**src/hdl/lmp_pkg.sv**
```systemverilog
// ----------------------------------------------------------------------------
// lmp_pkg
// Shared types and constants of the lamp matrix persistence store.
// ----------------------------------------------------------------------------
package lmp_pkg;

  localparam int unsigned LAMP_COUNT_DEF = 512;
  localparam int unsigned IDX_MAX_W      = 12;
  localparam int unsigned BASE_W         = 10;
  localparam int unsigned SCAN_W         = 10;
  localparam int unsigned PERSIST_W      = 8;
  localparam int unsigned LEVEL_W        = 8;
  localparam int unsigned COUNT_W        = 10;
  localparam int unsigned CFG_DATA_W     = 10;
  localparam int unsigned CMD_FIFO_DEPTH = 2;
  localparam int unsigned COLUMN_LAMPS   = 8;
  localparam int unsigned GROUP_LAMPS    = 16;
  localparam int unsigned STATIC_LAMPS   = 8;

  localparam logic [LEVEL_W-1:0]   LEVEL_PERMANENT = 8'd255;
  localparam logic [PERSIST_W-1:0] PERSIST_RESET   = 8'd10;
  localparam logic [SCAN_W-1:0]    SCAN_RESET      = 10'd320;

  typedef enum logic [1:0] {
    FUNC_COLUMN = 2'd0,
    FUNC_DECAY  = 2'd1,
    FUNC_GROUP  = 2'd2,
    FUNC_STATIC = 2'd3
  } func_e;

  typedef enum logic {
    REG_PERSISTENCE = 1'b0,
    REG_SCAN_COUNT  = 1'b1
  } reg_e;

  typedef struct packed {
    func_e       func;
    logic [15:0] data;
    logic [4:0]  column;
    logic [7:0]  bank;
    logic [8:0]  address;
  } in_item_t;

  typedef struct packed {
    logic               changed;
    logic [COUNT_W-1:0] lamps_on;
    logic [LEVEL_W-1:0] level;
  } out_item_t;

  typedef struct packed {
    func_e                func;
    logic [15:0]          pattern;
    logic [IDX_MAX_W-1:0] base;
    logic [IDX_MAX_W-1:0] rpt;
  } cmd_t;

endpackage

```
**src/hdl/lmp_front.sv**
```systemverilog
// ----------------------------------------------------------------------------
// lmp_front
// Accepts input transactions, forms the base lamp and report lamp of each
// and wraps them into the store's range before queuing the command.
// ----------------------------------------------------------------------------
module lmp_front
  import lmp_pkg::*;
#(
  parameter int unsigned LAMP_COUNT = LAMP_COUNT_DEF
) (
  input  logic     clk_i,
  input  logic     rst_ni,
  input  logic     clr_done_i,
  input  logic     in_valid_i,
  output logic     in_ready_o,
  input  in_item_t in_item_i,
  input  logic     fifo_full_i,
  output logic     fifo_push_o,
  output cmd_t     fifo_cmd_o
);

  localparam int unsigned IW = $clog2(LAMP_COUNT);
  localparam int unsigned RW = (IW + 1 > BASE_W) ? IW + 1 : BASE_W;
  localparam logic [RW-1:0] LIMIT = RW'(LAMP_COUNT);

  typedef enum logic {
    F_IDLE,
    F_REDUCE
  } f_state_e;

  f_state_e    state_q, state_d;
  logic [RW-1:0] base_q, base_d;
  logic [RW-1:0] rpt_q, rpt_d;
  func_e       func_q, func_d;
  logic [15:0] data_q, data_d;
  logic        base_hi, rpt_hi, accept;
  logic [RW-1:0] base_raw;

  assign in_ready_o = (state_q == F_IDLE) && clr_done_i;
  assign accept     = in_valid_i && in_ready_o;
  assign base_hi    = base_q >= LIMIT;
  assign rpt_hi     = rpt_q >= LIMIT;

  always_comb begin
    unique case (in_item_i.func)
      FUNC_COLUMN: base_raw = RW'({2'b00, in_item_i.bank})
                            + RW'({in_item_i.column, 3'b000});
      FUNC_GROUP:  base_raw = RW'({in_item_i.column, 4'b0000});
      FUNC_STATIC: base_raw = RW'(in_item_i.address);
      default:     base_raw = '0;
    endcase
  end

  always_comb begin
    state_d     = state_q;
    base_d      = base_q;
    rpt_d       = rpt_q;
    func_d      = func_q;
    data_d      = data_q;
    fifo_push_o = 1'b0;
    unique case (state_q)
      F_IDLE: begin
        if (accept) begin
          base_d  = base_raw;
          rpt_d   = RW'(in_item_i.address);
          func_d  = in_item_i.func;
          data_d  = in_item_i.data;
          state_d = F_REDUCE;
        end
      end
      F_REDUCE: begin
        if (base_hi) begin
          base_d = base_q - LIMIT;
        end
        if (rpt_hi) begin
          rpt_d = rpt_q - LIMIT;
        end
        if (!base_hi && !rpt_hi && !fifo_full_i) begin
          fifo_push_o = 1'b1;
          state_d     = F_IDLE;
        end
      end
      default: state_d = F_IDLE;
    endcase
  end

  always_comb begin
    fifo_cmd_o.func    = func_q;
    fifo_cmd_o.pattern = data_q;
    fifo_cmd_o.base    = IDX_MAX_W'(base_q[IW-1:0]);
    fifo_cmd_o.rpt     = IDX_MAX_W'(rpt_q[IW-1:0]);
  end

  always_ff @(posedge clk_i or negedge rst_ni) begin
    if (!rst_ni) begin
      state_q <= F_IDLE;
    end else begin
      state_q <= state_d;
    end
  end

  always_ff @(posedge clk_i) begin
    base_q <= base_d;
    rpt_q  <= rpt_d;
    func_q <= func_d;
    data_q <= data_d;
  end

endmodule

```
**config.mk**
```make
export PLATFORM = sky130hd
export DESIGN_NAME = lmp_front
export DESIGN_NICKNAME = d
export VERILOG_FILES = /design/src/hdl/lmp_pkg.sv /design/src/hdl/lmp_front.sv
export SDC_FILE = /design/constraint.sdc
export NUM_CORES = 1
export LEC_CHECK = 0
export ABC_AREA = 1
export BUFFER_PORTS_ARGS = -buffer_cell sky130_fd_sc_hd__buf_2
export CAP_MARGIN = 20
export CORE_UTILIZATION = 45
export CTS_BUF_LIST = sky130_fd_sc_hd__clkbuf_4
export CTS_CLUSTER_SIZE = 10
export DETAILED_ROUTE_END_ITERATION = 8
export PLACE_DENSITY = 0.87
export REMOVE_ABC_BUFFERS = 1
export SETUP_SLACK_MARGIN = 0.02
export SLEW_MARGIN = 20
export SYNTH_ARGS = -nofsm -noshare
export SYNTH_HDL_FRONTEND = slang
export SYNTH_SLANG_ARGS = --single-unit
```
**constraint.sdc**
```tcl
create_clock -name clk_i -period 1.9 [get_ports clk_i]
set_input_delay 0 -clock clk_i [delete_from_list [all_inputs] [get_ports clk_i]]
set_output_delay 0 -clock clk_i [all_outputs]
set_load 0.05 [all_outputs]
```
Word level (Yosys, flattened, before mapping). Cells that the tools add are included.

Word-level logic and storage cells: 39. Bits in read-only memories: 0. Bits in registers: 39. Memory bits (writable): 0. Output and inout bits: 44. Memories: 0. Bits in latches: 0.

Eq/ne operators: 5. Shifts and indexed selects: 0. Magnitude comparators: 2. Bitwise operators: 1. Multiply operators: 0. Divide/modulo/power cells: 0. Reductions and logical operators: 11. Multiplexer cells: 12. $add $sub $neg: 3.

Operator list (number): 10-bit two-way mux (4); 10-bit case mux with 2 select lines (2); 9-bit case mux with 3 select lines (1); 10-bit >= comparator, second input constant (2); 10-bit subtractor, second input constant (2); 8-bit by 8-bit adder with 9-bit output (1); 2-bit AND reduction (3); 2-bit == test, second input constant (2); 1-bit logical AND (4); 1-bit two-way mux (4); 2-bit by 1-bit inequality test with 1-bit output, second input constant (2); 1-bit zero test (3); 2-bit zero test (1); 2-bit inequality test, second input constant (1); 1-bit case mux with 2 select lines (1); 1-bit NOT (1).

Depth between registers and ports, before layout. Gate-level depths: netlist of the first run.

Depth after elaboration: 6. Depth in mapped cells: 8. Depth with buffers taken out: 8.

Least setup slack after synthesis of the first run. Ideal clock, no wire load.

Path type: register -> register. From: register state_q. To: register data_q[0] (enable). Setup slack: -0.271 ns. Data arrival time: 1.798 ns. Stages on the path, launching flop included: 4. Buffers on the path: 0. Required time: 1.527 ns. Clock period less this slack: 2.171 ns. Cells stage by stage: dfrtp_1 nor2_1 nand2_1 inv_1.

Word-level cells in the longest chain between the ends: 4.

Ends and longest elaborated chain: start, declared (RTL line lmp_front.sv:31) `f_state_e state_q, state_d;`; start signal, assigned (RTL line lmp_front.sv:98) `state_q <= state_d;`; 1-bit NOT; 1-bit logical AND (RTL line lmp_front.sv:39) `assign in_ready_o = (state_q == F_IDLE) && clr_done_i;`; via in_ready_o (RTL line lmp_front.sv:15) `output logic in_ready_o,`; 1-bit logical AND (RTL line lmp_front.sv:40) `assign accept = in_valid_i && in_ready_o;`; 2-bit AND reduction (no source line); end signal, assigned (RTL line lmp_front.sv:106) `data_q <= data_d;`; end, declared (RTL line lmp_front.sv:35) `logic [15:0] data_q, data_d;`.

The timed path passes the listed nets, and every way through them passes these cells. A chain may end at the register's enable or synchronous reset.

Worst setup path in the final report of the first run.
From: register state_q. To: output fifo_push_o.

Word-level cells in the longest chain between the ends: 1.

Ends and longest elaborated chain: 1-bit two-way mux (RTL line lmp_front.sv:61) `unique case (state_q)`; end, declared (RTL line lmp_front.sv:18) `output logic fifo_push_o,`.

Every way passes these cells.

==> results of run 1 <==
[logic make-up (layout without fill, tap and decap cells)]
family,Yosys count,after routing,synth area share
adder cells (fa/ha/maj),6,6,0.0439
buffers and inverters,51,151,0.150
flip-flops,39,39,0.621
AO/OA/AOI/OAI,14,14,0.0499
other,1,6,0.00200
AND/OR/NAND/NOR,58,58,0.133
[placed cells by master, fill, tap and decap left out]
| cell | instances |
|---|---|
| a21oi_1 | 1 |
| a21oi_2 | 3 |
| buf_2 | 82 |
| buf_4 | 2 |
| bufinv_16 | 1 |
| clkbuf_4 | 5 |
| clkinv_1 | 1 |
| clkinv_2 | 1 |
| conb_1 | 6 |
| dfrtp_1 | 1 |
| dlygate4sd3_1 | 34 |
| edfxtp_1 | 38 |
| fa_1 | 1 |
| ha_1 | 5 |
| inv_1 | 24 |
| inv_2 | 1 |
| nand2_1 | 26 |
| nand2_2 | 1 |
| nand3_1 | 10 |
| nor2_1 | 18 |
| nor2_4 | 2 |
| nor4_1 | 1 |
| o211ai_1 | 1 |
| o21ai_0 | 2 |
| o21ai_1 | 3 |
| o31ai_1 | 4 |
[worst max-delay path by stage]
stage / endpoint / slack [ns]
after floorplan: data_q[0] / -0.52
after global placement: base_q[6] / 0.55
after detailed placement: base_q[6] / 0.49
after CTS: fifo_push_o / 0.31
after global routing: fifo_push_o / 0.16
final: fifo_push_o / 0.29
[stage by stage]
step	util	instance area (µm²)	setup TNS, ns	std cells
after detailed placement	0.549	2200	0	282
after CTS	0.653	2610	0	324
after floorplan	-	1710	-15.49	148
after global placement	0.549	2200	0	282
final	0.653	2610	0	324
after global routing	0.653	2610	0	324
[what timing repair did]
item                                   CTS  global route
hold buffers                            34             0
endpoints found under the hold margin   32             0
setup buffers                            0             0
[critical path, delay by kind of cell, from the launching register on]
kind                   cells  cell delay (ns)
DFF                        1             0.51
buffers and inverters      2             0.50
and+or+nand+nor            1             0.25
[where the power goes]
group,internal [W],switching (W),total [W]
Sequential,0.00109,0.0000544,0.00115
Clock,0.000271,0.000263,0.000534
Combinational,0.000238,0.000563,0.000801
[routing by layer]
metal	routed length, µm	GRT usage	vias up
li1	-	-	737
met1	1560	0.232	660
met2	2330	0.364	88
met3	447	0.0685	6
met4	76	0.0824	0
met5	0	0	-
[state kept, by name, indices dropped and copies added (netlist names)]
name     count
data_q      16
rpt_q       10
base_q      10
state_q      1
func_q       2
[layout make-up]
cell class,count,area (µm²),share of cell area
well taps,50,62.6,0.0239
flip-flops and latches,39,1170,0.446
clock buffers,5,37.5,0.0144
repair buffers,118,766,0.293
inverters,25,93.8,0.0359
multi-input cells,84,449,0.172
clock inverters,3,38.8,0.0148
==> results by group, run 1 <==
Yosys
  – Synth area leader: edfxtp_1
  – Yosys top cell area share: 0.607
  – Primary FF master, synth: edfxtp_1
  – EDFF count, synth: 38
  – Top post-synthesis cells by count: edfxtp_1, nand2_1, buf_4, inv_1, nor2_1
  – Top-count cell post-synth: edfxtp_1
  – Yosys warns: 0
  – Area contributors post-synth: edfxtp_1, buf_4, nand2_1, inv_1, nor2_1
  – #FFs+latches synth: 39
  – Register area share after synthesis: 0.621
  – Async SR Flop Fraction: 0.0256
  – Syn Inst Count: 169
  – Count of different cell masters after synthesis: 22
  – Avg Cell Area, Syn: 11.1 µm²
  – Cell area after synthesis: 0.00188 mm²

Hold path
  – Worst-case hold path end point: base_q[4]
  – Hold path depth: 5
  – HP Class: in -> reg
  – Hold_sp: in_item_i[17]

Timing
  – Highest clock rate: 621 MHz
  – Final worst path period share: 0.847
  – Unrepaired setup endpoints after global routing: no
  – Final Max Tran Viols: 0
  – Fin Clk Skew: 0.0238 ns
  – Min cycle time layout: 1.61 ns
  – Min Hold Slack: 0.0614 ns
  – Endpoints failing setup: 0
  – Final WS setup: 0.291 ns
  – Final Hold Fails: 0

Flow run
  – Max-cap violations: 0

Clock tree
  – CTS root buf: clkbuf_4
  – Clock Tree Buf Depth: 2
  – # clock sinks: 39
  – Num CTS Buffers: 5
  – # resized after CTS: 0
  – Clock slew at reported path FFs: 0.13 ns
  – CTS tree: built
  – H-tree depth: 2
  – Clock Latency Late Sink: 0.34 ns

Cells and area
  – Share of cells above drive strength 1: 0.358
  – Area growth syn-to-layout: 39.1%
  – # diodes: 0
  – Filler cells: 314
  – Layout net count: 324

Floorplanning
  – Initial Util: 0.470
  – Boundary pin count: 89
  – Die X: 66.6 µm
  – Die area: 0.00444 mm²
  – Die Y: 66.6 µm
  – Core area: 0.00400 mm²
  – Cell Rows: 23

Worst setup path
  – Reg2reg end: state_q
  – Crit path DAT: 1.61 ns
  – Critical Path RT: 1.90 ns
  – Crit-path slowest cell: dfrtp_1
  – R2R depth: 4
  – Worst-path cell chain: inv_1 > nor4_1 > buf_2
  – Critical Path Sink Type: primary output
  – Critical Setup Path Class: reg -> out
  – Startpoint types: register
  – Critical Path Start: state_q
  – Critical R2R Launch: state_q
  – Worst-path fanout max: 9
  – Flop-to-flop setup slack: 0.32 ns
  – CP max stage delay: 0.51 ns

Placement
  – Number of port buffers: 82
  – Post-Place Worst Slack: 0.492 ns
  – Placer Congestion: 0.797
  – Dpl hpwl: 2810 µm

Drt
  – Vias: 1491
  – DRT antenna net count: 0
  – Via density: 4.60
  – Drt pass-1 iters: 4
  – Initial DRC count: 128
  – Final wirelength: 4400 µm
  – DR WL/cell: 13.6 µm
  – DRC: 0

Pwr
  – PnR Total Power: 0.00248 W
  – Static leakage power: 1.23 nW
  – VDD IR-drop max: 0.422 mV
  – Power Dens Cells: 950 mW/mm²

Global route
  – Overflow after GRT: 0
  – Pin count of the biggest net entering global routing: 19
  – GR Util All Layers: 0.209
  – Vias in the first global route: 1419
  – First-pass GRT wire length: 6600 µm
  – Antenna violations before repair: 0

Run status
  – Status: complete, no violations
(Power assumes the default switching activity.)
==> run 2: changes to the inputs <==
Clock period 1.9 ns to 1.65 ns, I/O delays scaled along.
==> results by group, run 2 (synthesis results as in run 1) <==
Run status
  – Status: complete, no violations

Global route
  – GR Util All Layers: 0.197
  – Met3 Resource Use GR: 0.0599
  – Antenna violations before repair: 0
  – Overflow after GRT: 0
  – Top Usage Layer GRT: met2
  – First-pass GRT wire length: 6150 µm
  – Pin count of the biggest net entering global routing: 22
  – Met2 Track Usage GR: 0.318
  – GR met1 Demand/Resource: 0.229
  – Vias in the first global route: 1342

Worst setup path
  – Critical R2R Launch: state_q
  – Worst-path cell chain: nor2_1 > nand2_1 > nand3_1 > dlygate4sd3_1
  – Critical Setup Path Class: reg -> reg
  – Flop-to-flop setup slack: 0.13 ns
  – Critical Path RT: 1.95 ns
  – Critical Path Sink Type: register
  – Reg2reg end: state_q
  – Worst-path fanout max: 6
  – Crit-path slowest cell: dlygate4sd3_1
  – Crit path DAT: 1.82 ns
  – Setup crit end: state_q
  – R2R depth: 4
  – CP max stage delay: 0.57 ns
  – Startpoint types: register
  – Critical Path Start: state_q

Placement
  – Number of port buffers: 82
  – Placer Congestion: 0.762
  – Dpl hpwl: 2740 µm
  – Inst Count DP: 282
  – Post-Place Worst Slack: 0.271 ns

Clock tree
  – CTS tree: built
  – H-tree depth: 2
  – Clock Latency Late Sink: 0.36 ns
  – # clock sinks: 39
  – Clock Tree Buf Depth: 2
  – CTS root buf: clkbuf_4
  – Num CTS Buffers: 5
  – Clock slew at reported path FFs: 0.13 ns

Pwr
  – VDD IR-drop max: 0.889 mV
  – Static leakage power: 1.23 nW
  – Power Dens Cells: 1090 mW/mm²

Floorplanning
  – Initial Util: 0.470
  – Die Y: 66.6 µm
  – Boundary pin count: 89
  – Die area: 0.00444 mm²
  – Die X: 66.6 µm
  – Core area: 0.00400 mm²
  – Cell Rows: 23

Cells and area
  – Max reg flops: 16
  – Most common cell after layout, fill and taps aside: buf_2
  – # diodes: 0
  – Most flop-heavy register: data_q
  – Filler cells: 317
  – Final Core Density: 0.665
  – Regs by FF count: data_q (16), base_q (10), rpt_q (10)
  – Area growth syn-to-layout: 41.5%
  – Most frequent cells in the layout: buf_2, edfxtp_1, dlygate4sd3_1, nand2_1, inv_1
  – Final std cells w/o fill: 326
  – Layout net count: 326
  – Share of cells above drive strength 1: 0.377

Drt
  – Drt pass-1 iters: 4
  – Final wirelength: 4250 µm
  – Vias: 1517
  – Initial DRC count: 111
  – Via density: 4.65
  – DRC: 0
  – DRT antenna net count: 0
  – DR WL/cell: 13.0 µm

Timing
  – Min Hold Slack: 0.0321 ns
  – Min cycle time layout: 1.52 ns
  – Fin Clk Skew: 0.0131 ns
  – Unrepaired setup endpoints after global routing: no
  – Final worst path period share: 0.920
  – Highest clock rate: 659 MHz
  – Final WS setup: 0.132 ns
  – Final Hold Fails: 0
  – Final Max Tran Viols: 0
  – Endpoints failing setup: 0

Flow run
  – Max-cap violations: 0

Hold path
  – Hold path depth: 5
  – HP Class: in -> reg
## run 2: metal layers
metal / up-vias / part of all wire
li1: 740 / -
met1: 676 / 0.38
met2: 82 / 0.49
met3: 19 / 0.085
met4: 0 / 0.043
met5: - / 0
## run 2: what timing repair did
item | CTS | global route
endpoints found under the hold margin | 32 | 0
endpoints found under the setup margin | 1 | 1
buffers inserted | 1 | 0
cloned | 0 | 1
gates resized for setup | 3 | 4
hold buffers | 34 | 0
## run 2: per-stage QoR
stage          cell area [µm²]  setup TNS [ns]  total power [W]
6_report                  2660               0          0.00289
5_1_grt                   2660               0          0.00303
4_1_cts                   2620               0          0.00279
3_5_place_dp              2200               0          0.00217
3_3_place_gp              2200               0          0.00215
2_1_floorplan             1710          -25.37          0.00193
## run 2: layout make-up
| type | instances | area [µm²] | area share |
|---|---|---|---|
| clock inverter | 3 | 25.0 | 0.00941 |
| multi-input combinational | 84 | 455 | 0.171 |
| clock buffer | 5 | 37.5 | 0.0141 |
| sequential | 39 | 1170 | 0.439 |
| inverter | 25 | 97.6 | 0.0367 |
| tap | 50 | 62.6 | 0.0235 |
| timing repair buffer | 120 | 813 | 0.306 |
## run 2: how the worst min path moves through the flow
stage / from / end / slack [ns]
floorplan: rst_ni / state_q / -0.30
global placement: rst_ni / state_q / -0.22
detailed placement: rst_ni / state_q / -0.22
CTS: in_item_i[17] / base_q[4] / 0.02
global route: in_valid_i / rpt_q[9] / 0.05
finish: in_item_i[17] / base_q[4] / 0.03
## run 2: critical path, delay by kind of cell, from the launching register on
family | cells | cell delay (ns)
and+or+nand+nor | 3 | 0.41
buffers and inverters | 1 | 0.57
DFF | 1 | 0.48
## run 2: where the power goes
group | total [W] | leakage (nW) | internal [W] | switching (W)
sequential | 0.00133 | 0.362 | 0.00126 | 0.0000661
combinational | 0.00105 | 0.837 | 0.000373 | 0.000681
clock | 0.000504 | 0.0314 | 0.000171 | 0.000334
total | 0.00289 | 1.23 | 0.00181 | 0.00108
