**src/hdl/lmp_pkg.sv**
```systemverilog
// ----------------------------------------------------------------------------
// lmp_pkg
// Shared types and constants of the lamp matrix persistence store.
// ----------------------------------------------------------------------------
package lmp_pkg;

  localparam int unsigned LAMP_COUNT_DEF = 512;
  localparam int unsigned IDX_MAX_W      = 12;
  localparam int unsigned BASE_W         = 10;
  localparam int unsigned SCAN_W         = 10;
  localparam int unsigned PERSIST_W      = 8;
  localparam int unsigned LEVEL_W        = 8;
  localparam int unsigned COUNT_W        = 10;
  localparam int unsigned CFG_DATA_W     = 10;
  localparam int unsigned CMD_FIFO_DEPTH = 2;
  localparam int unsigned COLUMN_LAMPS   = 8;
  localparam int unsigned GROUP_LAMPS    = 16;
  localparam int unsigned STATIC_LAMPS   = 8;

  localparam logic [LEVEL_W-1:0]   LEVEL_PERMANENT = 8'd255;
  localparam logic [PERSIST_W-1:0] PERSIST_RESET   = 8'd10;
  localparam logic [SCAN_W-1:0]    SCAN_RESET      = 10'd320;

  typedef enum logic [1:0] {
    FUNC_COLUMN = 2'd0,
    FUNC_DECAY  = 2'd1,
    FUNC_GROUP  = 2'd2,
    FUNC_STATIC = 2'd3
  } func_e;

  typedef enum logic {
    REG_PERSISTENCE = 1'b0,
    REG_SCAN_COUNT  = 1'b1
  } reg_e;

  typedef struct packed {
    func_e       func;
    logic [15:0] data;
    logic [4:0]  column;
    logic [7:0]  bank;
    logic [8:0]  address;
  } in_item_t;

  typedef struct packed {
    logic               changed;
    logic [COUNT_W-1:0] lamps_on;
    logic [LEVEL_W-1:0] level;
  } out_item_t;

  typedef struct packed {
    func_e                func;
    logic [15:0]          pattern;
    logic [IDX_MAX_W-1:0] base;
    logic [IDX_MAX_W-1:0] rpt;
  } cmd_t;

endpackage

```
**src/hdl/lmp_cmd_fifo.sv**
```systemverilog
// ----------------------------------------------------------------------------
// lmp_cmd_fifo
// Short command queue between the front and the back of the store.
// ----------------------------------------------------------------------------
module lmp_cmd_fifo
  import lmp_pkg::*;
(
  input  logic clk_i,
  input  logic rst_ni,
  input  logic push_i,
  input  cmd_t cmd_i,
  output logic full_o,
  input  logic pop_i,
  output cmd_t cmd_o,
  output logic empty_o
);

  localparam int unsigned PW = (CMD_FIFO_DEPTH > 1) ? $clog2(CMD_FIFO_DEPTH) : 1;
  localparam int unsigned NW = $clog2(CMD_FIFO_DEPTH + 1);

  cmd_t          slot_q [CMD_FIFO_DEPTH];
  logic [PW-1:0] wr_ptr_q, rd_ptr_q;
  logic [NW-1:0] fill_q;
  logic          do_push, do_pop;

  assign full_o  = fill_q == NW'(CMD_FIFO_DEPTH);
  assign empty_o = fill_q == '0;
  assign do_push = push_i && !full_o;
  assign do_pop  = pop_i && !empty_o;
  assign cmd_o   = slot_q[rd_ptr_q];

  function automatic logic [PW-1:0] ptr_next(input logic [PW-1:0] p);
    return (p == PW'(CMD_FIFO_DEPTH - 1)) ? '0 : p + 1'b1;
  endfunction

  always_ff @(posedge clk_i or negedge rst_ni) begin
    if (!rst_ni) begin
      wr_ptr_q <= '0;
      rd_ptr_q <= '0;
      fill_q   <= '0;
    end else begin
      if (do_push) begin
        wr_ptr_q <= ptr_next(wr_ptr_q);
      end
      if (do_pop) begin
        rd_ptr_q <= ptr_next(rd_ptr_q);
      end
      if (do_push && !do_pop) begin
        fill_q <= fill_q + 1'b1;
      end else if (do_pop && !do_push) begin
        fill_q <= fill_q - 1'b1;
      end
    end
  end

  always_ff @(posedge clk_i) begin
    if (do_push) begin
      slot_q[wr_ptr_q] <= cmd_i;
    end
  end

endmodule

```
**config.mk**
```make
export PLATFORM = sky130hd
export DESIGN_NAME = lmp_cmd_fifo
export DESIGN_NICKNAME = d
export VERILOG_FILES = /design/src/hdl/lmp_pkg.sv /design/src/hdl/lmp_cmd_fifo.sv
export SDC_FILE = /design/constraint.sdc
export NUM_CORES = 1
export LEC_CHECK = 0
export BUFFER_PORTS_ARGS = -buffer_cell sky130_fd_sc_hd__buf_4
export CAP_MARGIN = 20
export CORE_ASPECT_RATIO = 1.25
export CORE_UTILIZATION = 45
export CTS_CLUSTER_SIZE = 16
export DETAILED_ROUTE_END_ITERATION = 12
export GPL_ROUTABILITY_DRIVEN = 0
export MAX_ROUTING_LAYER = met4
export PLACE_DENSITY = 0.7
export SLEW_MARGIN = 20
export SYNTH_ARGS = -nofsm -noshare
export SYNTH_HDL_FRONTEND = slang
export SYNTH_SLANG_ARGS = --single-unit
```
**constraint.sdc**
```tcl
create_clock -name clk_i -period 8.9 [get_ports clk_i]
set_clock_uncertainty 0.1 [all_clocks]
set_input_delay 1.78 -clock clk_i [delete_from_list [all_inputs] [get_ports clk_i]]
set_output_delay 1.78 -clock clk_i [all_outputs]
set_load 0.05 [all_outputs]
```
Yosys cells after proc, flatten, opt, wreduce, memory -nomap -nowiden

Memories as Yosys holds them, arrays and structs flattened.
Cells that the tools add are included.

Muxes and demuxes: 6
Add/subtract/negate cells: 4
Reductions and logical operators: 10
Equality and inequality tests: 1

Operators by type and width:

| kind                | count |
|---|---|
| $logic_and 1x1->1   | 4 |
| $logic_not 1->1     | 4 |
| $mux 1              | 4 |
| $mux 2              | 2 |
| $add 1x1->1 const B | 2 |
| $add 2x1->2 const B | 1 |
| $eq 2x2->1 const B  | 1 |
| $logic_not 2->1     | 1 |
| $reduce_bool 2->1   | 1 |
| $sub 2x1->2 const B | 1 |

Output and inout port bits: 44
Word-level logic and storage cells: 25
Memories: 1
Memory bits (writable): 84
Register bits after elaboration: 4

Memory list:

| name   | depth | width | rd ports | clocked after memory_dff | wr ports | RTL line           | source |
|---|---|---|---|---|---|---|---|
| slot_q | 2     | 42    | 1        | 0                        | 1        | lmp_cmd_fifo.sv:21 | `cmd_t slot_q [CMD_FIFO_DEPTH];` |

Depth between registers and ports, before layout

Gate-level depths: netlist (run 1).

Word-level depth: 7
Gate-level depth with buffers: 7
Gate-level depth less buffers: 7

Worst setup path before layout (run 1)

Ideal clock, no wire load.

Kind: input port to flip-flop
Start: input port push_i
End: memory slot_q[0][0] in the netlist's numbering (enable)
Cell stages on the path: 2
Library setup time: 0.441 ns
Arrival time: 3.636 ns
Setup slack: 4.722 ns
Required time: 8.359 ns
Path through: nand2_1 > nor2_1

Cells in the longest elaborated chain, start to end: 3

Ends and longest elaborated chain:

| element                      | RTL line           | source |
|---|---|---|
| start, declared              | lmp_cmd_fifo.sv:10 | `input logic push_i,` |
| $logic_and 1x1->1            | lmp_cmd_fifo.sv:28 | `assign do_push = push_i && !full_o;` |
| $mux 1                       | lmp_cmd_fifo.sv:57 | `if (do_push) begin` |
| $mux 1 (not written as such) | lmp_cmd_fifo.sv:58 | `slot_q[wr_ptr_q] <= cmd_i;` |
| end, declared                | lmp_cmd_fifo.sv:21 |  |

Every way passes these cells.

==> results of run 1 <==
==> through the flow <==
| step | hold slack [ns] | power (mW) | setup WS (ns) | cell area (µm²) | std cells |
|---|---|---|---|---|---|
| floorplan | 0.361 | 1.24 | 4.72 | 3430 | 150 |
| global placement | 0.413 | 1.40 | 5.13 | 4150 | 328 |
| detailed placement | 0.434 | 1.40 | 5.12 | 4150 | 328 |
| CTS | 0.449 | 1.70 | 4.73 | 4360 | 344 |
| global route | 0.484 | 1.75 | 4.67 | 4360 | 344 |
| finish | 0.450 | 1.68 | 4.76 | 4360 | 344 |
==> metal layers <==
layer	track usage, %	vias to the layer above	share of wire (%)
li1	-	774	-
met1	16.0	801	39
met2	25.3	48	54
met3	4.50	6	5.4
met4	7.42	0	1.5
met5	-	-	0
==> Yosys cell counts <==
library cell,number,area [µm²]
o21ai_1,1,5.00
xnor2_1,3,26.3
inv_1,2,7.51
mux2_4,39,586
ha_1,1,12.5
mux2_2,3,33.8
dfrtp_1,4,100
xor2_1,2,17.5
nor2_1,3,11.3
buf_12,4,80.1
nand2_1,1,3.75
buf_6,1,11.3
edfxtp_1,84,2520
nand2b_1,1,6.26
and3_1,1,6.26
==> layout by cell type (no fill, tap or decap), drive strengths merged <==
master and instances:
o21ai 1, xor2 2, nand2b 1, mux2 42
clkinvlp 1, nand2 1, clkinv 1, buf 91
dfrtp 4, ha 1, xnor2 3, nor2 3
clkbuf 10, and3 1, bufinv 2, edfxtp 84
inv 4
==> layout make-up <==
| type | instances | area, µm² | area share [%] |
|---|---|---|---|
| sequential | 88 | 2620 | 60.1 |
| multi-input combinational | 55 | 717 | 16.4 |
| inverter | 2 | 7.51 | 0.172 |
| tap | 92 | 115 | 2.64 |
| clock buffer | 10 | 128 | 2.92 |
| timing repair buffer | 91 | 683 | 15.7 |
| clock inverter | 6 | 90.1 | 2.06 |
==> critical path, cell delays in order, from the launching register on <==
cell and delay (ns):
dfrtp_2 0.80, buf_4 0.50, mux2_2 0.40, buf_4 0.19
==> power by group through the flow <==
stage	combinational (mW)	clock (mW)	sequential, mW
floorplan	0.644	0	0.601
global placement	0.768	0	0.629
detailed placement	0.770	0	0.634
CTS	0.773	0.303	0.625
global route	0.796	0.319	0.634
finish	0.763	0.294	0.623
==> registers in the layout, summed over array words and instances, names as in the netlist <==
register  cells
slot_q       84
fill_q        2
rd_ptr_q      1
wr_ptr_q      1
==> logic make-up (layout without fill, tap and decap cells) <==
family	count (synthesis)	count (layout)
AOI/OAI and AO/OA	1	1
xor gates and xnor gates	5	5
adders and majority gates	1	1
and+or+nand+nor	6	6
buffers and inverters	7	109
muxes	42	42
DFF	88	88
==> how the worst min path moves through the flow <==
| stage | to | slack, ns | cells past startpoint |
|---|---|---|---|
| after floorplan | wr_ptr_q | 0.36 | 1 |
| after global placement | fill_q[1] | 0.41 | 1 |
| after detailed placement | fill_q[1] | 0.43 | 1 |
| after CTS | fill_q[1] | 0.45 | 1 |
| after global routing | fill_q[1] | 0.48 | 1 |
| final | fill_q[1] | 0.45 | 1 |
==> summary.md, run 1 <==
| Metric | Value |
|---|---|
| Status | `complete, no violations` |
| Pins Over Slew Limit | `0` |
| Routed WL | `5440 µm` |
| Hold Vio Cnt, Final | `0` |
| CTS Hold Buffers Added | `0` |
| Die H | `99.6 µm` |
| Final Util | `59.3%` |
| Compound-Gate Fraction of Synth Area | `0.146%` |
| Overflow after GRT | `0` |
| Critical path peak fanout | `23` |
| Max IR drop VDD | `0.000279 V` |
| Vias | `1629` |
| Antenna-violating nets left | `0` |
| Die area | `0.00798 mm²` |
| Data arrival time of the worst path | `2.26 ns` |
| Setup bufs post-CTS | `0` |
| Sw Ratio | `39.7%` |
| Minimum clock period | `4.14 ns` |
| Layout Nets | `294` |
| Level count of the clock H-tree | `3` |
| Post-synthesis cell type count | `15` |
| Mapped Nets | `197` |
| Avg Cell Area, Syn | `22.9 µm²` |
| Cell internal pwr | `1.01 mW` |
| XOR/XNOR share of the synthesized area | `1.28%` |
| Fmax | `0.242 GHz` |
| TritonCTS clock tree | `done` |
| Area Growth Syn to Fin | `27.3%` |
| Largest net degree at the start of global routing | `43` |
| Post-synthesis adder-cell area fraction | `0.365%` |
| Drt pass-1 iters | `4` |
| Drt wl/cell | `15.8 µm` |
| Hold WC Path Type | `reg -> reg` |
| Clock Sink Count | `88` |
| CTS root buf | `clkbuf_8` |
| Power per cell area | `385 mW/mm²` |
| Comb power frac | `45.4%` |
| Startpoint types | `flop` |
| Starting density of the core | `46.6%` |
| R2R Path End | `slot_q[0][15]` |
| Max clock buf depth | `2` |
| DRT iter0 DRCs | `63` |
| Net Switching | `0.667 mW` |
| Worst setup path startpoint | `rd_ptr_q` |
| First-pass GRT wire length | `8180 µm` |
| Site Rows | `35` |
| Tcrit/Tclk final | `46.5%` |
| Initial antenna violation count | `0` |
| RSZ-0062 raised after global routing | `false` |
| Die W | `80.1 µm` |
| Setup CP Type | `reg -> out` |
| Register area share after synthesis | `76.5%` |
| Leakage | `1.76 nW` |
| IO Count | `90` |
| Min-delay src | `fill_q[1]` |
| Synthesized flop and latch total | `88` |
| Slew Limit Headroom | `33.9%` |
| Post-CTS Resized | `0` |
| Via density | `4.74` |
| Worst slew pin tran | `0.991 ns` |
| Synth Cell Area | `0.00343 mm²` |
| Layout cell share with drive strength beyond 1 | `59.9%` |
| Crit end category | `output port` |
| Mux cell area share after synthesis | `18.1%` |
| Number of diodes | `0` |
| Post-Syn Instances | `150` |
| Worst EP required | `7.02 ns` |
| Reg clk slew, reported paths | `0.08 ns` |
| Setup-failing EPs final | `0` |
| Reg2Reg Depth | `4` |
| Reg-to-reg startpoint | `fill_q[0]` |
| Port Buffer Count | `89` |
| Fillers | `581` |
| Clock power frac | `17.5%` |
| GRT Overall Usage | `15.1%` |
| Yosys warns | `0` |
| Largest family of logic cells by synthesized area | `multiplexers` |
| Sequential power share | `37.1%` |
| Dpl hpwl | `3670 µm` |
| Post-Synth Simple-Gate Area | `0.803%` |
| Worst setup endpoint | `cmd_o[20]` |
| Clock Latency Late Sink | `0.34 ns` |
| CTS Buf Count | `9` |
| Post-route setup TNS | `0 ns` |
| R2r setup slk | `6.86 ns` |
| Vias in the first global route | `1645` |
| Remaining DRCs | `0` |
| Max Cap Viol | `0` |
| Core area | `0.00736 mm²` |
No activity file was read; power rests on OpenSTA's default activity.
==> inputs of run 2 (changes only) <==
PLACE_DENSITY = 0.72   (was 0.7)
clock period = 3.8 ns   (was 8.9 ns; I/O delays follow)
==> run 2 against run 1 <==
Compared with the run above:
- sequential share of layout area grew 0.50 points
- die area is the same
- flip-flop and latch count is the same
- design area shrank 0.83%
- routed wire length shrank 0.72%
- via count grew 1.6%
- first-iteration DRC count grew 21%
- sequential power grew 130%
- total power grew 130%
- combinational power grew 140%
- worst hold slack lost 0.35 ns
==> summary.md, run 2 (synthesis gave the netlist of run 1 again) <==
| Metric | Value |
|---|---|
| Overflow after GRT | `0` |
| Site Rows | `35` |
| Power per cell area | `878 mW/mm²` |
| RSZ-0062 raised after global routing | `false` |
| Pins Over Slew Limit | `0` |
| Storage element area | `0.00262 mm²` |
| Fmax | `0.349 GHz` |
| First-pass GRT wire length | `8300 µm` |
| Minimum clock period | `2.86 ns` |
| Remaining DRCs | `0` |
| Reg clk slew, reported paths | `0.08 ns` |
| Vias in the first global route | `1677` |
| Routed WL | `5400 µm` |
| Max reg flops | `84` |
| Die H | `99.6 µm` |
| Top flop regs | `slot_q x84, fill_q x2` |
| Area occupied by multi-input gates | `717 µm²` |
| Post-CTS Resized | `0` |
| CTS Hold Buffers Added | `0` |
| Area Growth Syn to Fin | `26.2%` |
| DRT iter0 DRCs | `76` |
| Level count of the clock H-tree | `3` |
| Initial antenna violation count | `0` |
| Max IR drop VDD | `0.000600 V` |
| Largest net degree at the start of global routing | `43` |
| Startpoint types | `flop` |
| Status | `complete, no violations` |
| Port Buffer Count | `89` |
| Layout Nets | `295` |
| Most flop-heavy register | `slot_q` |
| Cell internal pwr | `2.25 mW` |
| Fillers | `586` |
| Setup CP Type | `reg -> out` |
| Comb power frac | `47.6%` |
| Sequential power share | `38.3%` |
| TritonCTS clock tree | `done` |
| Critical path peak fanout | `24` |
| Placed Area | `0.00417 mm²` |
| Drt wl/cell | `15.7 µm` |
| Layout cell share with drive strength beyond 1 | `59.3%` |
| Power, Total | `3.80 mW` |
| Starting density of the core | `46.6%` |
| Post-route setup TNS | `0 ns` |
| Antenna-violating nets left | `0` |
| Worst Setup Slack, final | `0.938 ns` |
| Core area | `0.00736 mm²` |
| CTS root buf | `clkbuf_8` |
| Worst EP required | `2.94 ns` |
| Via density | `4.80` |
| Design Area, Final | `0.00433 mm²` |
| Drt pass-1 iters | `4` |
| Vias | `1655` |
| Clock Sink Count | `88` |
| Net Switching | `1.55 mW` |
| Clock power frac | `14.0%` |
| DP Worst Slack | `1.28 ns` |
| Number of diodes | `0` |
| Clock Latency Late Sink | `0.34 ns` |
| Setup bufs post-CTS | `0` |
| Dpl hpwl | `3640 µm` |
| Setup-failing EPs final | `0` |
| Data arrival time of the worst path | `2.00 ns` |
| Crit end category | `output port` |
| Worst slack on hold paths | `0.101 ns` |
| Worst slew pin tran | `0.985 ns` |
| Commonest cells after routing, fill and taps aside | `buf_4 (91), edfxtp_1 (84), mux2_4 (39)` |
| Hold Vio Cnt, Final | `0` |
| Most common cell after layout, fill and taps aside | `buf_4` |
| CTS Buf Count | `9` |
| Sw Ratio | `40.8%` |
| Hold WC Path Type | `in -> async` |
| GRT Overall Usage | `15.2%` |
| Die W | `80.1 µm` |
| Max clock buf depth | `2` |
| IO Count | `90` |
| Leakage | `1.74 nW` |
| Slew Limit Headroom | `34.3%` |
| Max Cap Viol | `0` |
| Tcrit/Tclk final | `75.3%` |
| Die area | `0.00798 mm²` |
[run 2: cell count changes in the layout (fill, tap and decap cells not counted), sizes merged]
cell,before,now
clkinv,1,5
bufinv,2,0
buf,91,92
clkbuf,10,9
inv,4,3
[run 2: metal layers]
| layer | routed length [µm] | GRT usage (%) |
|---|---|---|
| met1 | 1990 | 16.3 |
| met2 | 2850 | 24.2 |
| met3 | 381 | 5.87 |
| met4 | 179 | 8.24 |
| met5 | 0 | - |
[run 2: cell type report]
class,count,share of cell area (%)
tap,92,2.66
multi-input combinational,55,16.6
clock inverter,7,0.867
sequential,88,60.6
timing repair buffer,92,16.2
inverter,2,0.173
clock buffer,9,2.86
[run 2: worst paths after layout]
kind / startpoint / end / slack (ns) / cells past startpoint
worst max register to register: fill_q[0] / slot_q[0][40] / 1.79 / 4
max in group asynchronous: rst_ni / rd_ptr_q / 3.39 / 1
worst min register to register: fill_q[1] / fill_q[1] / 0.43 / 1
min in group clk_i: fill_q[1] / fill_q[1] / 0.43 / 1
worst max-delay path: rd_ptr_q / cmd_o[24] / 0.94 / 3
worst min-delay path: rst_ni / rd_ptr_q / 0.10 / 1
[run 2: power by group through the flow]
stage | combinational (mW) | sequential, mW | clock, mW
6_report | 1.81 | 1.46 | 0.532
2_1_floorplan | 1.51 | 1.41 | 0
3_5_place_dp | 1.83 | 1.48 | 0
5_1_grt | 1.89 | 1.49 | 0.588
4_1_cts | 1.83 | 1.46 | 0.551
3_3_place_gp | 1.82 | 1.47 | 0
[run 2: through the flow]
step,util (%),std cells
detailed placement,56.6,329
global route,58.8,345
floorplan,-,150
finish,58.8,345
CTS,58.8,345
global placement,56.6,329
[run 2: critical path: stages (launching register included)]
cell	delay (ns)
dfrtp_2	0.80
buf_12	0.30
mux2_2	0.37
buf_4	0.19
==> inputs of run 3 (changes only) <==
ABC_AREA = 1   (was unset)
PLACE_DENSITY = 0.73   (was 0.72)
clock period = 2.45 ns   (was 3.8 ns; I/O delays follow)
==> run 3 against run 2 <==
Compared with the run above:
- via count increased by 24%
- critical endpoint is now cmd_o[36]
- non-clock buffer count increased by 2
- core utilization rose by 2.3 points
- sequential power increased by 47%
- synthesized cell count is 67% higher
==> summary.md, run 3 <==
| Metric | Value |
|---|---|
| Max incr delay on CP | `0.42 ns` |
| Fmax | `0.470 GHz` |
| Tcrit/Tclk final | `86.9%` |
| Vias in the first global route | `1999` |
| Pins Over Slew Limit | `0` |
| Ys async rst share | `4.55%` |
| Synthesized flop and latch total | `88` |
| Area Growth Syn to Fin | `30.2%` |
| Worst EP required | `1.86 ns` |
| Die area | `0.00767 mm²` |
| TritonCTS clock tree | `done` |
| Reg-to-reg startpoint | `fill_q[0]` |
| Min-delay src | `cmd_i[0]` |
| Most flop-heavy register | `slot_q` |
| Hold Path Depth | `1` |
| Most frequent cell after synthesis | `nand2_1` |
| Via density | `4.65` |
| Area leader, netlist | `edfxtp_1` |
| Top cells by count, synth | `nand2_1 (135), edfxtp_1 (84), inv_1 (6)` |
| Cell internal pwr | `3.40 mW` |
| Data arrival time of the worst path | `1.54 ns` |
| Site Rows | `34` |
| Reg clk slew, reported paths | `0.08 ns` |
| Post-synthesis cell type count | `17` |
| CTS Hold Buffers Added | `1` |
| R2r setup slk | `0.93 ns` |
| Top cell type's share of synthesized area | `76.6%` |
| Max clock buf depth | `2` |
| Max reg flops | `84` |
| Antenna-violating nets left | `0` |
| DRT iter0 DRCs | `109` |
| Crit end category | `output port` |
| Setup CP Type | `reg -> out` |
| Top FF cell, synth | `edfxtp_1` |
| Slew Limit Headroom | `70.0%` |
| First-pass GRT wire length | `9030 µm` |
| Placed Area | `0.00408 mm²` |
| Routed WL | `5810 µm` |
| Top flop regs | `slot_q x84, fill_q x2` |
| Clock Sink Count | `88` |
| Starting density of the core | `46.9%` |
| Max IR drop VDD | `0.000786 V` |
| Status | `complete, no violations` |
| Clock Latency Late Sink | `0.34 ns` |
| Top cell by count, worst path | `nand2_1` |
| Worst path slowest cell | `dfrtp_1` |
| Clock power frac | `16.4%` |
| Setup bufs post-CTS | `0` |
| Worst slew pin tran | `0.450 ns` |
| Die H | `97.7 µm` |
| Reg2Reg Depth | `7` |
| Cell Chain, Critical Path | `inv_4 > nand2_1 > nand2_1 > buf_4` |
| Most common cell after layout, fill and taps aside | `nand2_1` |
| Leakage | `1.85 nW` |
| Net Switching | `2.76 mW` |
| Top cells by area, synth | `edfxtp_1 (77%), nand2_1 (15%), dfrtp_1 (3.0%)` |
| Delay-heaviest family, CP | `buffers and inverters` |
| CTS root buf | `clkbuf_8` |
| Commonest cells after routing, fill and taps aside | `nand2_1 (135), buf_4 (91), edfxtp_1 (84)` |
| Power per cell area | `1440 mW/mm²` |
| Post-CTS Resized | `0` |
| GRT Overall Usage | `16.6%` |
| Core area | `0.00702 mm²` |
| Max Cap Viol | `0` |
| WP buf/inv | `2` |
| Initial antenna violation count | `0` |
| Sequential power share | `34.9%` |
| Layout Nets | `394` |
| R2R Path End | `fill_q[1]` |
| CTS Buf Count | `9` |
| Vias | `2047` |
| Design Area, Final | `0.00429 mm²` |
| Yosys warns | `0` |
| Port Buffer Count | `89` |
| Overflow after GRT | `0` |
| Critical path peak fanout | `43` |
| EDFF count, synth | `84` |
| Sw Ratio | `44.8%` |
| RSZ-0062 raised after global routing | `false` |
| Register area share after synthesis | `79.6%` |
| Synth Cell Area | `0.00329 mm²` |
| Sink of the worst hold path | `slot_q[1][0]` |
| Largest net degree at the start of global routing | `44` |
| Setup-failing EPs final | `0` |
| Layout cell share with drive strength beyond 1 | `32.0%` |
| Remaining DRCs | `0` |
| Dpl hpwl | `3660 µm` |
| IO Count | `90` |
| Drt pass-1 iters | `4` |
| Hold Vio Cnt, Final | `0` |
| Fillers | `550` |
| Drt wl/cell | `13.2 µm` |
| Post-route setup TNS | `0 ns` |
| Mapped Nets | `298` |
| Post-Syn Instances | `251` |
| Number of diodes | `0` |
| Minimum clock period | `2.13 ns` |
| Comb power frac | `48.7%` |
| Level count of the clock H-tree | `3` |
| Hold WC Path Type | `in -> reg` |
| Die W | `78.5 µm` |
| Startpoint types | `flop` |
| Avg Cell Area, Syn | `13.1 µm²` |
==> run 3: cell count changes after synthesis, sizes merged, moves of 2 or more <==
| cell | previous run | this run |
|---|---|---|
| mux2 | 42 | 0 |
| nand2 | 1 | 135 |
| xnor2 | 3 | 1 |
| buf | 5 | 9 |
| xor2 | 2 | 0 |
| inv | 2 | 8 |
==> run 3: routing by layer <==
metal	vias up	global-route usage, %	wire (µm)
met1	952	18.5	2390
met4	0	10.8	106
li1	1028	-	-
met5	-	-	0
met3	9	2.16	219
met2	58	27.6	3100
==> run 3: worst register-to-register path, cell delays in order (launching register included) <==
cell     delay [ns]
dfrtp_1        0.47
nor2_2         0.20
nor2_4         0.06
ha_1           0.32
inv_1          0.08
nand3_1        0.08
nand2_1        0.06
nand2_1        0.05
==> run 3: metrics by stage <==
step	setup WS, ns	hold WS, ns	power (mW)	std cells	util (%)
6_report	0.322	0.222	6.17	440	61.1
5_1_grt	0.220	0.212	6.45	440	61.1
4_1_cts	0.301	0.210	6.23	440	61.1
3_5_place_dp	0.687	0.191	5.22	425	58.1
3_3_place_gp	0.709	0.190	5.19	425	58.1
2_1_floorplan	0.269	0.0944	4.32	251	-
==> run 3: worst max path at each step <==
stage               startpoint            to  slack, ns  depth (start not counted)
floorplan               push_i  slot_q[1][0]       0.27                          2
global placement      rd_ptr_q     cmd_o[36]       0.71                          4
detailed placement    rd_ptr_q     cmd_o[36]       0.69                          4
finish                rd_ptr_q     cmd_o[36]       0.32                          4
global route          rd_ptr_q      cmd_o[1]       0.22                          4
CTS                   rd_ptr_q     cmd_o[36]       0.30                          4
==> run 3: final cells by class <==
class / count / area (µm²) / area share (%)
clock buffers: 9 / 124 / 2.89
clock inverters: 5 / 73.8 / 1.72
inverters: 8 / 32.5 / 0.759
multi-input cells: 146 / 589 / 13.7
flip-flops and latches: 88 / 2620 / 61.2
well taps: 90 / 113 / 2.63
repair buffers: 94 / 733 / 17.1
==> run 3: power groups by stage <==
stage / clock [mW] / combinational, mW / sequential (mW)
floorplan: 0 / 2.15 / 2.17
global placement: 0 / 3.01 / 2.17
detailed placement: 0 / 3.03 / 2.19
CTS: 1.03 / 3.04 / 2.16
global route: 1.09 / 3.18 / 2.18
finish: 1.01 / 3.00 / 2.15
==> run 3: logic make-up (layout without fill, tap and decap cells) <==
kind of cell	after synthesis	in the layout	synth area share, %
compound gates	2	2	0.304
xor+xnor	1	1	0.266
fa+ha+maj	1	1	0.380
buf+inv	17	116	2.73
flops	88	88	79.6
simple gates	142	142	16.7
